## src/rtl/ffha_pkg.sv

```systemverilog
package ffha_pkg;

  // Bytes per heap word; a header occupies one word
  localparam int unsigned WordBytes = 8;
  localparam int unsigned WordShift = 3;

  // Item operation codes
  typedef enum logic {
    OP_ALLOC = 1'b0,
    OP_FREE  = 1'b1
  } opcode_e;

  // Controller states
  typedef enum logic [1:0] {
    ST_IDLE,
    ST_WALK,
    ST_FREE,
    ST_SPLIT
  } state_e;

  // Commands from the controller to the datapath
  typedef struct packed {
    logic accept_alloc;
    logic accept_free;
    logic walk_adv;
    logic alloc_grant;
    logic alloc_miss;
    logic free_done;
    logic split_wr;
  } cmd_t;

  // Status from the datapath to the controller
  typedef struct packed {
    logic fit;
    logic walk_end;
    logic split_rest;
    logic out_free;
  } status_t;

endpackage

```

## src/rtl/ffha_ctrl.sv

```systemverilog
module ffha_ctrl (
  input  logic             clk_i,
  input  logic             rst_ni,
  input  logic             in_valid_i,
  input  logic             opcode_i,
  output logic             in_stall_o,
  input  ffha_pkg::status_t sts_i,
  output ffha_pkg::cmd_t    cmd_o
);

  ffha_pkg::state_e state_q, state_d;

  // State register
  always_ff @(posedge clk_i or negedge rst_ni) begin
    if (!rst_ni) begin
      state_q <= ffha_pkg::ST_IDLE;
    end else begin
      state_q <= state_d;
    end
  end

  // Next state
  always_comb begin
    state_d = state_q;
    case (state_q)
      ffha_pkg::ST_IDLE: begin
        if (in_valid_i) begin
          if (opcode_i == ffha_pkg::OP_FREE) begin
            state_d = ffha_pkg::ST_FREE;
          end else begin
            state_d = ffha_pkg::ST_WALK;
          end
        end
      end
      ffha_pkg::ST_WALK: begin
        if (sts_i.out_free) begin
          if (sts_i.fit) begin
            state_d = sts_i.split_rest ? ffha_pkg::ST_SPLIT : ffha_pkg::ST_IDLE;
          end else if (sts_i.walk_end) begin
            state_d = ffha_pkg::ST_IDLE;
          end
        end
      end
      ffha_pkg::ST_FREE: begin
        if (sts_i.out_free) begin
          state_d = ffha_pkg::ST_IDLE;
        end
      end
      ffha_pkg::ST_SPLIT: begin
        state_d = ffha_pkg::ST_IDLE;
      end
      default: begin
        state_d = ffha_pkg::ST_IDLE;
      end
    endcase
  end

  // Commands and input stall; the walk advances even while a result waits
  always_comb begin
    cmd_o      = '0;
    in_stall_o = 1'b1;
    case (state_q)
      ffha_pkg::ST_IDLE: begin
        in_stall_o = 1'b0;
        if (in_valid_i) begin
          if (opcode_i == ffha_pkg::OP_FREE) begin
            cmd_o.accept_free = 1'b1;
          end else begin
            cmd_o.accept_alloc = 1'b1;
          end
        end
      end
      ffha_pkg::ST_WALK: begin
        if (sts_i.fit) begin
          cmd_o.alloc_grant = sts_i.out_free;
        end else if (sts_i.walk_end) begin
          cmd_o.alloc_miss = sts_i.out_free;
        end else begin
          cmd_o.walk_adv = 1'b1;
        end
      end
      ffha_pkg::ST_FREE: begin
        cmd_o.free_done = sts_i.out_free;
      end
      ffha_pkg::ST_SPLIT: begin
        cmd_o.split_wr = 1'b1;
      end
      default: begin
        cmd_o = '0;
      end
    endcase
  end

  // The remainder header is only written straight after a split grant
  assert property (@(posedge clk_i) disable iff (!rst_ni)
    cmd_o.split_wr |-> $past(cmd_o.alloc_grant))
    else $error("split write without a preceding grant");

  // A result is only produced when the output register can take it
  assert property (@(posedge clk_i) disable iff (!rst_ni)
    (cmd_o.alloc_grant || cmd_o.alloc_miss || cmd_o.free_done) |-> sts_i.out_free)
    else $error("result produced into a full output register");

  // At most one command per cycle
  assert property (@(posedge clk_i) disable iff (!rst_ni)
    $onehot0(cmd_o))
    else $error("more than one command issued");

endmodule

```

## src/rtl/ffha_datapath.sv

```systemverilog
module ffha_datapath #(
  parameter int unsigned HEAP_BYTES = 512
) (
  input  logic              clk_i,
  input  logic              rst_ni,
  input  logic [9:0]        request_bytes_i,
  input  logic [5:0]        payload_index_i,
  input  logic              out_stall_i,
  output logic              out_valid_o,
  output logic              granted_o,
  output logic [5:0]        granted_index_o,
  output logic              was_allocated_o,
  input  ffha_pkg::cmd_t    cmd_i,
  output ffha_pkg::status_t sts_o
);

  localparam int unsigned Words  = HEAP_BYTES / ffha_pkg::WordBytes;
  localparam int unsigned IdxW   = $clog2(Words);
  localparam int unsigned HdrW   = $clog2(HEAP_BYTES + 1);
  localparam int unsigned CalcW  = ((HdrW > 11) ? HdrW : 11) + 1;
  localparam logic [CalcW-1:0] WordsC = CalcW'(Words);

  // Header store
  logic [HdrW-1:0] mem_q [Words];
  logic [HdrW-1:0] mem_rd_q;
  logic [IdxW-1:0] rd_addr_q;
  logic            hdr0_set_q;
  logic            rd_en;
  logic [IdxW-1:0] rd_addr;
  logic            wr_en;
  logic [IdxW-1:0] wr_addr;
  logic [HdrW-1:0] wr_data;

  // Walk and free registers
  logic [CalcW-1:0] need_q, rounded_q;
  logic [IdxW:0]    w_q;
  logic [IdxW-1:0]  fidx_q;
  logic             fidx_ok_q;
  logic [IdxW-1:0]  split_addr_q;
  logic [HdrW-1:0]  split_val_q;

  // Result register
  logic       out_valid_q;
  logic       granted_q;
  logic [5:0] granted_index_q;
  logic       was_allocated_q;

  logic [HdrW-1:0]  hdr;
  logic [CalcW-1:0] need, rounded, sz, step, w_ext, w_next, rest, fidx_m1, grant_idx;
  logic             split, res_load;

  // Request size with header, rounded to whole words
  assign need    = CalcW'(request_bytes_i) + CalcW'(ffha_pkg::WordBytes);
  assign rounded = (need + CalcW'(7)) & ~CalcW'(7);

  // Header just read; entry 0 reads as one free heap block until written
  assign hdr   = (rd_addr_q == '0 && !hdr0_set_q) ? HdrW'(HEAP_BYTES) : mem_rd_q;
  assign sz    = CalcW'(hdr) & ~CalcW'(1);
  assign step  = sz >> ffha_pkg::WordShift;
  assign w_ext = CalcW'(w_q);
  assign w_next    = w_ext + step;
  assign split     = sz > (rounded_q + CalcW'(ffha_pkg::WordBytes));
  assign rest      = w_ext + (rounded_q >> ffha_pkg::WordShift);
  assign grant_idx = w_ext + CalcW'(1);
  assign fidx_m1   = CalcW'(payload_index_i) - CalcW'(1);

  assign sts_o.fit        = !hdr[0] && (need_q <= sz);
  assign sts_o.walk_end   = (step == '0) || (w_next >= WordsC);
  assign sts_o.split_rest = split && (rest < WordsC);
  assign sts_o.out_free   = !out_valid_q || !out_stall_i;

  // Read port address
  always_comb begin
    rd_en   = 1'b0;
    rd_addr = '0;
    if (cmd_i.accept_alloc) begin
      rd_en = 1'b1;
    end else if (cmd_i.walk_adv) begin
      rd_en   = 1'b1;
      rd_addr = w_next[IdxW-1:0];
    end else if (cmd_i.accept_free) begin
      rd_en   = 1'b1;
      rd_addr = fidx_m1[IdxW-1:0];
    end
  end

  // Write port
  always_comb begin
    wr_en   = 1'b0;
    wr_addr = w_q[IdxW-1:0];
    wr_data = hdr | HdrW'(1);
    if (cmd_i.alloc_grant) begin
      wr_en = 1'b1;
      if (split) begin
        wr_data = rounded_q[HdrW-1:0] | HdrW'(1);
      end
    end else if (cmd_i.split_wr) begin
      wr_en   = 1'b1;
      wr_addr = split_addr_q;
      wr_data = split_val_q;
    end else if (cmd_i.free_done && fidx_ok_q && hdr[0]) begin
      wr_en   = 1'b1;
      wr_addr = fidx_q;
      wr_data = hdr & ~HdrW'(1);
    end
  end

  always_ff @(posedge clk_i) begin
    if (wr_en) begin
      mem_q[wr_addr] <= wr_data;
    end
    if (rd_en) begin
      mem_rd_q <= mem_q[rd_addr];
    end
  end

  always_ff @(posedge clk_i or negedge rst_ni) begin
    if (!rst_ni) begin
      hdr0_set_q <= 1'b0;
      rd_addr_q  <= '0;
    end else begin
      if (wr_en && wr_addr == '0) begin
        hdr0_set_q <= 1'b1;
      end
      if (rd_en) begin
        rd_addr_q <= rd_addr;
      end
    end
  end

  // Walk position
  always_ff @(posedge clk_i or negedge rst_ni) begin
    if (!rst_ni) begin
      w_q <= '0;
    end else if (cmd_i.accept_alloc) begin
      w_q <= '0;
    end else if (cmd_i.walk_adv) begin
      w_q <= w_next[IdxW:0];
    end
  end

  // Capture item operands and the remainder header
  always_ff @(posedge clk_i) begin
    if (cmd_i.accept_alloc) begin
      need_q    <= need;
      rounded_q <= rounded;
    end
    if (cmd_i.accept_free) begin
      fidx_q    <= fidx_m1[IdxW-1:0];
      fidx_ok_q <= (payload_index_i != '0) && (fidx_m1 < WordsC);
    end
    if (cmd_i.alloc_grant) begin
      split_addr_q <= rest[IdxW-1:0];
      split_val_q  <= HdrW'(sz - rounded_q);
    end
  end

  // Result word
  assign res_load = cmd_i.alloc_grant || cmd_i.alloc_miss || cmd_i.free_done;

  always_ff @(posedge clk_i or negedge rst_ni) begin
    if (!rst_ni) begin
      out_valid_q <= 1'b0;
    end else if (res_load) begin
      out_valid_q <= 1'b1;
    end else if (!out_stall_i) begin
      out_valid_q <= 1'b0;
    end
  end

  always_ff @(posedge clk_i) begin
    if (res_load) begin
      granted_q       <= cmd_i.alloc_grant;
      granted_index_q <= cmd_i.alloc_grant ? grant_idx[5:0] : 6'd0;
      was_allocated_q <= cmd_i.free_done && fidx_ok_q && hdr[0];
    end
  end

  assign out_valid_o     = out_valid_q;
  assign granted_o       = granted_q;
  assign granted_index_o = granted_index_q;
  assign was_allocated_o = was_allocated_q;

  // The walk never rests beyond the heap
  assert property (@(posedge clk_i) disable iff (!rst_ni)
    CalcW'(w_q) < WordsC)
    else $error("walk position beyond heap");

  // A result appears only after a result load
  assert property (@(posedge clk_i) disable iff (!rst_ni)
    $rose(out_valid_q) |-> $past(res_load))
    else $error("result word appeared without a load");

  // The result word stays put while the output is stalled
  assert property (@(posedge clk_i) disable iff (!rst_ni)
    (out_valid_q && out_stall_i) |=> (out_valid_q && $stable(granted_index_q)
      && $stable(granted_q) && $stable(was_allocated_q)))
    else $error("stalled result word changed");

endmodule

```

## src/rtl/first_fit_heap_allocator_top.sv

```systemverilog
// First-fit heap allocator over an implicit list of one-word block headers in a heap of
// HEAP_BYTES bytes (8-byte words). An allocate word walks the headers from word 0 at one
// header per cycle through a single registered-read header store and takes the first
// free block that fits; when the block is split, a further split state writes the
// remainder header. A free word reads one header and then clears its allocated mark
// if it was set. The final grant, miss or free result of a word waits as long as the
// previous result is still held in the output register. The block works on one word
// at a time; a finished result sits in an output register, so a new word is taken
// while the previous result waits.
// Freed blocks are not coalesced and freed indices are not checked against the list.
module first_fit_heap_allocator_top #(
  parameter int unsigned HEAP_BYTES = 512
) (
  input  logic       clk_i,
  input  logic       rst_ni,
  input  logic       in_valid_i,
  output logic       in_stall_o,
  input  logic       opcode_i,
  input  logic [9:0] request_bytes_i,
  input  logic [5:0] payload_index_i,
  output logic       out_valid_o,
  input  logic       out_stall_i,
  output logic       granted_o,
  output logic [5:0] granted_index_o,
  output logic       was_allocated_o
);

  ffha_pkg::cmd_t    cmd;
  ffha_pkg::status_t sts;

  // Sequencing
  ffha_ctrl u_ctrl (
    .clk_i      (clk_i),
    .rst_ni     (rst_ni),
    .in_valid_i (in_valid_i),
    .opcode_i   (opcode_i),
    .in_stall_o (in_stall_o),
    .sts_i      (sts),
    .cmd_o      (cmd)
  );

  // Header store, walk arithmetic and result register
  ffha_datapath #(
    .HEAP_BYTES (HEAP_BYTES)
  ) u_datapath (
    .clk_i           (clk_i),
    .rst_ni          (rst_ni),
    .request_bytes_i (request_bytes_i),
    .payload_index_i (payload_index_i),
    .out_stall_i     (out_stall_i),
    .out_valid_o     (out_valid_o),
    .granted_o       (granted_o),
    .granted_index_o (granted_index_o),
    .was_allocated_o (was_allocated_o),
    .cmd_i           (cmd),
    .sts_o           (sts)
  );

endmodule

```

## config.mk

```make
export PLATFORM = sky130hd
export DESIGN_NAME = first_fit_heap_allocator_top
export DESIGN_NICKNAME = d
export VERILOG_FILES = /design/src/rtl/ffha_pkg.sv /design/src/rtl/ffha_ctrl.sv /design/src/rtl/ffha_datapath.sv /design/src/rtl/first_fit_heap_allocator_top.sv
export SDC_FILE = /design/constraint.sdc
export NUM_CORES = 1
export LEC_CHECK = 0
export ABC_AREA = 1
export BUFFER_PORTS_ARGS = -buffer_cell sky130_fd_sc_hd__buf_2
export CAP_MARGIN = 25
export CORE_UTILIZATION = 25
export DETAILED_ROUTE_END_ITERATION = 7
export MAX_ROUTING_LAYER = met4
export PLACE_DENSITY = 0.43
export SLEW_MARGIN = 10
export SYNTH_ARGS = -nofsm -noshare
export SYNTH_HDL_FRONTEND = slang
export SYNTH_SLANG_ARGS = --single-unit
export TNS_END_PERCENT = 1
```

## constraint.sdc

```tcl
create_clock -name clk_i -period 6.6 [get_ports clk_i]
set_input_delay 0.66 -clock clk_i [delete_from_list [all_inputs] [get_ports clk_i]]
set_output_delay 0.66 -clock clk_i [all_outputs]
set_load 0.1 [all_outputs]
```

# Word level (Yosys, flattened, before mapping)
# Memory sizes are Yosys's and may differ from the RTL's. A register that Yosys moved wholly into a read port is not among the register bits.
# Cells that the tools add are included.
[classes]
n_lt_le_gt_ge = 5
addsub = 8
n_mux = 44
eq_ne = 8
reduce_logical = 22
[op_table]
columns = ["cell", "count"]
rows = [
  ["$mux 10", 4],
  ["$mux 6", 6],
  ["$lt 12x7->1 const B", 2],
  ["$mux 1", 21],
  ["$mux 2", 9],
  ["$mux 7", 2],
  ["$add 12x3->12 const B", 1],
  ["$add 12x4->12 const B", 1],
  ["$ge 12x7->1 const B", 1],
  ["$gt 10x12->1", 1],
  ["$le 12x10->1", 1],
  ["$logic_not 12->1", 1],
  ["$logic_not 6->1", 2],
  ["$add 10x4->11 const B", 1],
  ["$add 7x9->10", 1],
  ["$sub 10x10->10", 1],
  ["$add 7x7->8", 1],
  ["$pmux 2 s4", 1],
  ["$logic_and 1x1->1", 7],
  ["$sub 6x1->7 const B", 1],
  ["$add 6x1->6 const B", 1],
  ["$ne 2x1->1 const B", 3],
  ["$reduce_bool 6->1", 1],
  ["$eq 2x2->1 const B", 2],
  ["other kinds (9)", 15],
]
[totals]
ff_bits = 69
out_inout_bits = 10
memories = 1
elab_cells = 102
inputBits = 21
ram_bits = 640
[mem_list]
columns = ["name", "depth", "width", "read_ports", "rd_clocked_by_memory_dff", "write_ports", "line_no", "text"]
rows = [
  ["u_datapath.mem_q", 64, 10, 1, 1, 1, "ffha_datapath.sv:24", "logic [HdrW-1:0] mem_q [Words];"],
]

# Depth between registers and ports, before layout
[logic_depth]
depth_word = 12
mapped_depth = 29
ltp_nobuf = 27

# Cells and area by module
# From an unflattened synthesis, not the netlist that was laid out.
[unflattened]
hier_cells = 2940
area_unflattened_um2 = 32098.3
[modules_own_cells]
columns = ["mod", "area_each_um2", "cells_each", "seq_area_each_um2", "n_inst"]
rows = [
  ["ffha_datapath", 31890.6, 2904, 21395.5, 1],
  ["ffha_ctrl", 207.7, 36, 50.0, 1],
]

# Worst setup path after synthesis
# Ideal clock, no wire load.
[synth_timing]
path_type = "register to register"
start = "reg u_datapath.rd_addr_q[5]"
end = "mem u_datapath.mem_q[0][2] (netlist bit), data pin"
setup_time_ps = 588
period_less_slack_ps = 5994
n_path_buf = 1
path_slack_ps = 606
path_stages_with_launch = 19
arrival_ps = 5406
t_required_ps = 6012
cell_sequence = "dfrtp_1 nor2_2 nand2_4 inv_2 nand2_4 nand2_1 ha_1 nand2_1 nor2_1 a211oi_1 nor2_1 nor2_1 nand2_1 nand2_1 nand2_2 nor3_1 inv_1 clkbuf_1 a31oi_1"
[synth_lines]
columns = ["item", "line_no", "text"]
rows = [
  ["start: declaration", "ffha_datapath.sv:26", "logic [IdxW-1:0] rd_addr_q;"],
  ["start signal: assignment", "ffha_datapath.sv:126", "rd_addr_q <= rd_addr;"],
  ["end: declaration", "ffha_datapath.sv:24", ""],
]

# Final worst setup path
[layout_timing]
start = "reg u_datapath.hdr0_set_q"
end = "reg u_datapath.mem_rd_q[8], read port of u_datapath.mem_q, data pin"
[layout_via]
elab_chain_cells = 11
word_cells_on_any_way = 17
classes_between = "add/sub (1); order compare (2); mux (8); reduce/logical (6)"
[layout_rtl]
columns = ["item", "line_no", "text"]
rows = [
  ["start: declaration", "ffha_datapath.sv:27", "logic hdr0_set_q;"],
  ["start signal: assignment", "ffha_datapath.sv:119", "hdr0_set_q <= 1'b0;"],
  ["start signal: assignment", "ffha_datapath.sv:123", "hdr0_set_q <= 1'b1;"],
  ["$logic_not 1->1 *", "ffha_datapath.sv:57", "assign hdr = (rd_addr_q == '0 && !hdr0_set_q) ? HdrW'(HEAP_BYTES) : mem_rd_q;"],
  ["$logic_and 1x1->1 *", "ffha_datapath.sv:57", ""],
  ["$mux 10 *", "ffha_datapath.sv:57", ""],
  ["$add 7x7->8", "ffha_datapath.sv:61", "assign w_next = w_ext + step;"],
  ["$ge 12x7->1", "ffha_datapath.sv:68", "assign sts_o.walk_end = (step == '0) || (w_next >= WordsC);"],
  ["$logic_or 1x1->1", "ffha_datapath.sv:68", ""],
  ["$mux 1", "ffha_ctrl.sv:76", "end else if (sts_i.walk_end) begin"],
  ["$mux 1", "ffha_ctrl.sv:74", "if (sts_i.fit) begin"],
  ["$mux 3", "ffha_ctrl.sv:62", "case (state_q)"],
  ["$mux 6 or $mux 1 (tied branches)", "ffha_datapath.sv:78", "end else if (cmd_i.walk_adv) begin"],
  ["$mux 6 or $mux 1 (tied branches)", "ffha_datapath.sv:76", "if (cmd_i.accept_alloc) begin"],
  ["end: declaration", "ffha_datapath.sv:25", "logic [HdrW-1:0] mem_rd_q;"],
]
# Mark *: on every way between the ends. The rest lies on a longest branch, timed or not.
# A chain may end at the register's enable or synchronous reset.

==> results.ini <==
[setup_path]
worstPathRequired_ns = 7.11
startpoint_type = register
r2r_cells = 25
endpoint_kind = register
critical_path_class = reg -> reg
reg2reg_slack_ns = 1.17
cp_slowest_cell = inv_8
path_depth = 25
path_buf_inv = 4
crit_arrival_ns = 5.94
path_max_fanout = 82
path_delay_family = simple AND/OR/NAND/NOR gates
cp_common_cell = nand3_1
max_stage_delay_ns = 0.50

[clock_network]
cts_tree = built
root_buffer = clkbuf_16
cts_setup_buffers = 0
cts-htree-levels = 3
cts.hold.buffers_added = 1
cts.sinks = 717
clk_pin_slew_ns = 0.06
clock_path_buffers = 3
cts_resized = 0
clock_latency_ns = 0.67
cts_made_buffers = 84

[global_routing]
grt-ovfl-total = 0
grt_max_degree = 185
grt_pass1_vias = 22054
grt_pass1_wl_um = 152300
grt_util_all_layers_pct = 15.47
antenna_found_initial = 1

[placed_design]
io_buffers = 30
dp_hpwl_um = 59030
dpl_cell_area_um2 = 35740
place_congestion = 0.8308

[logic_synthesis]
synth_top_area_cell = edfxtp_1
syn-num-nets = 3183
synth_area_um2 = 33350
netlist_instances = 3128
ys_async_sr_fraction_pct = 2.371
synth_ff_type = edfxtp_1
ys_ff_latch = 717
syn_avg_cell_area_um2 = 10.66
yosysTopAreaCellShare_pct = 63.04
synthTopCellsByArea = edfxtp_1 (63%), nand3_1 (9.7%), nand2_1 (6.4%), nand3b_1 (5.5%), inv_1 (5.1%)
yosysSeqAreaShare_pct = 64.31
synth_edf_count = 700
ys_warn_count = 0
ys_types = 47

[finish]
utilization_pct = 29.16
diodes = 0
fill_cells = 13592
syn_to_final_growth_pct = 15.38
post-route-cell-area_um2 = 38480
drive_above_1_share_pct = 9.037
fin_nets = 3221

[timing]
rsz0062_at_grt = no
post-route-period-util_pct = 82.31
fmax_mhz = 184.1
slew_violations = 0
tightest_slew_ns = 1.168
setup_viol = 0
final_hold_viol_count = 0
relSlewSlack_pct = 21.28
tns_ns = 0
post-route-min-period_ns = 5.432
finClkSkew_ns = 0.03116

[run]
drv_cap = 0

[min_path]
hold_class = in -> reg
hold_depth = 1

[die]
die_height_um = 367.2
die_w_um = 367.2
num_rows = 133
ios = 31
initial_core_util_pct = 25.27
core_um2 = 132000
die-area_um2 = 134800

[routing]
viasPerCell = 4.530
drt_iter0_drc = 1925
drt_wl_total_um = 103200
dr.pass1.iters = 7
drc = 0
antenna_left = 0
num_vias = 22587
post_drt_wl_per_cell_um = 20.70

[power]
p_leak_nw = 14.99
peakVddDrop_mv = 0.3155
p_per_area_nw_per_um2 = 460.9

[outcome]
status = finished clean

## sequential cells by signal (all words and copies together), names as in the netlist, 2 cells and up
| name | count |
|---|---|
| u_datapath.mem_q | 640 |
| u_datapath.need_q | 11 |
| u_datapath.mem_rd_q | 10 |
| u_datapath.rounded_q | 9 |
| u_datapath.split_val_q | 9 |
| u_datapath.w_q | 7 |
| u_datapath.fidx_q | 6 |
| u_datapath.granted_index_o | 6 |
| u_datapath.rd_addr_q | 6 |
| u_datapath.split_addr_q | 6 |
| u_ctrl.state_q | 2 |
## metal layers
metal | vias to the layer above | share of wire (%) | global-route usage (%)
met2 | 579 | 46 | 23.91
met5 | - | 0 | -
met1 | 11139 | 47 | 21.07
met4 | 0 | 2.1 | 3.774
met3 | 129 | 5.3 | 2.504
li1 | 10740 | - | -
## per-stage QoR
step | instances | total power, mW | hold WS, ns | setup slack, ns
finish | 4986 | 17.73 | 0.2125 | 1.168
global route | 4986 | 18.64 | 0.1834 | 0.7063
CTS | 4979 | 17.94 | 0.1755 | 1.098
detailed placement | 4827 | 13.38 | 0.5041 | 1.109
global placement | 4808 | 13.38 | 0.5202 | 1.139
floorplan | 3128 | 10.56 | 0.3644 | 0.6057
## area by class of cell
| cell class | count | area (um^2) | area share [%] |
|---|---|---|---|
| Clock buffer | 112 | 2300 | 5.977 |
| Timing Repair Buffer | 120 | 985.9 | 2.563 |
| Tap cell | 1755 | 2196 | 5.707 |
| Sequential cell | 717 | 21450 | 55.74 |
| Clock inverter | 39 | 349.1 | 0.9073 |
| Inverter | 463 | 1745 | 4.536 |
| Multi-Input combinational cell | 1780 | 9454 | 24.57 |
## cell families after synthesis
kind of cell,Yosys count,synth area share [%]
DFF,717,64.31
adders and majority gates,34,1.298
AOI/OAI and AO/OA,83,1.475
and+or+nand+nor,1627,24.14
xor gates and xnor gates,35,0.9193
buffers and inverters,631,7.842
other,1,0.01125
## where the power goes
part | internal, mW | total [mW] | switching (mW)
Sequential | 6.10 | 6.25 | 0.143
Clock | 2.58 | 4.53 | 1.95
Combinational | 1.58 | 6.96 | 5.38
Total | 10.3 | 17.7 | 7.47
## cells in the mapped netlist, types with 22 or more instances
master and n:
buf_4 22, nand2_1 566, xor2_1 29, ha_1 33, nor2_1 107, nand3b_1 246, a21oi_1 25, buf_2 88
o21ai_0 28, edfxtp_1 700, clkbuf_1 42, inv_1 454, nand3_1 649
## cells in the final DEF (no fill, tap or decap), drive strengths merged, types with 29 or more instances in the layout
cell type and count:
ha 33, edfxtp 700, nand3b 246, inv 465
xor2 29, clkbuf 112, o21ai 34, nand2 580
nand3 651, buf 119, nor2 115, clkinv 33
## final timing paths
check                                             startpoint                           endpoint
min in group asynchronous                             rst_ni      u_datapath.w_q[4]$_DFFE_PN0P_
max reg2reg                u_datapath.hdr0_set_q$_DFFE_PN0P_   u_datapath.mem_rd_q[8]$_DFFE_PP_
max                        u_datapath.hdr0_set_q$_DFFE_PN0P_   u_datapath.mem_rd_q[8]$_DFFE_PP_
min reg2reg                u_datapath.hdr0_set_q$_DFFE_PN0P_  u_datapath.hdr0_set_q$_DFFE_PN0P_
min                                       request_bytes_i[1]     u_datapath.need_q[1]$_DFFE_PP_
max in group asynchronous                             rst_ni      u_datapath.w_q[2]$_DFFE_PN0P_
Power figures use the tool's default switching activity.
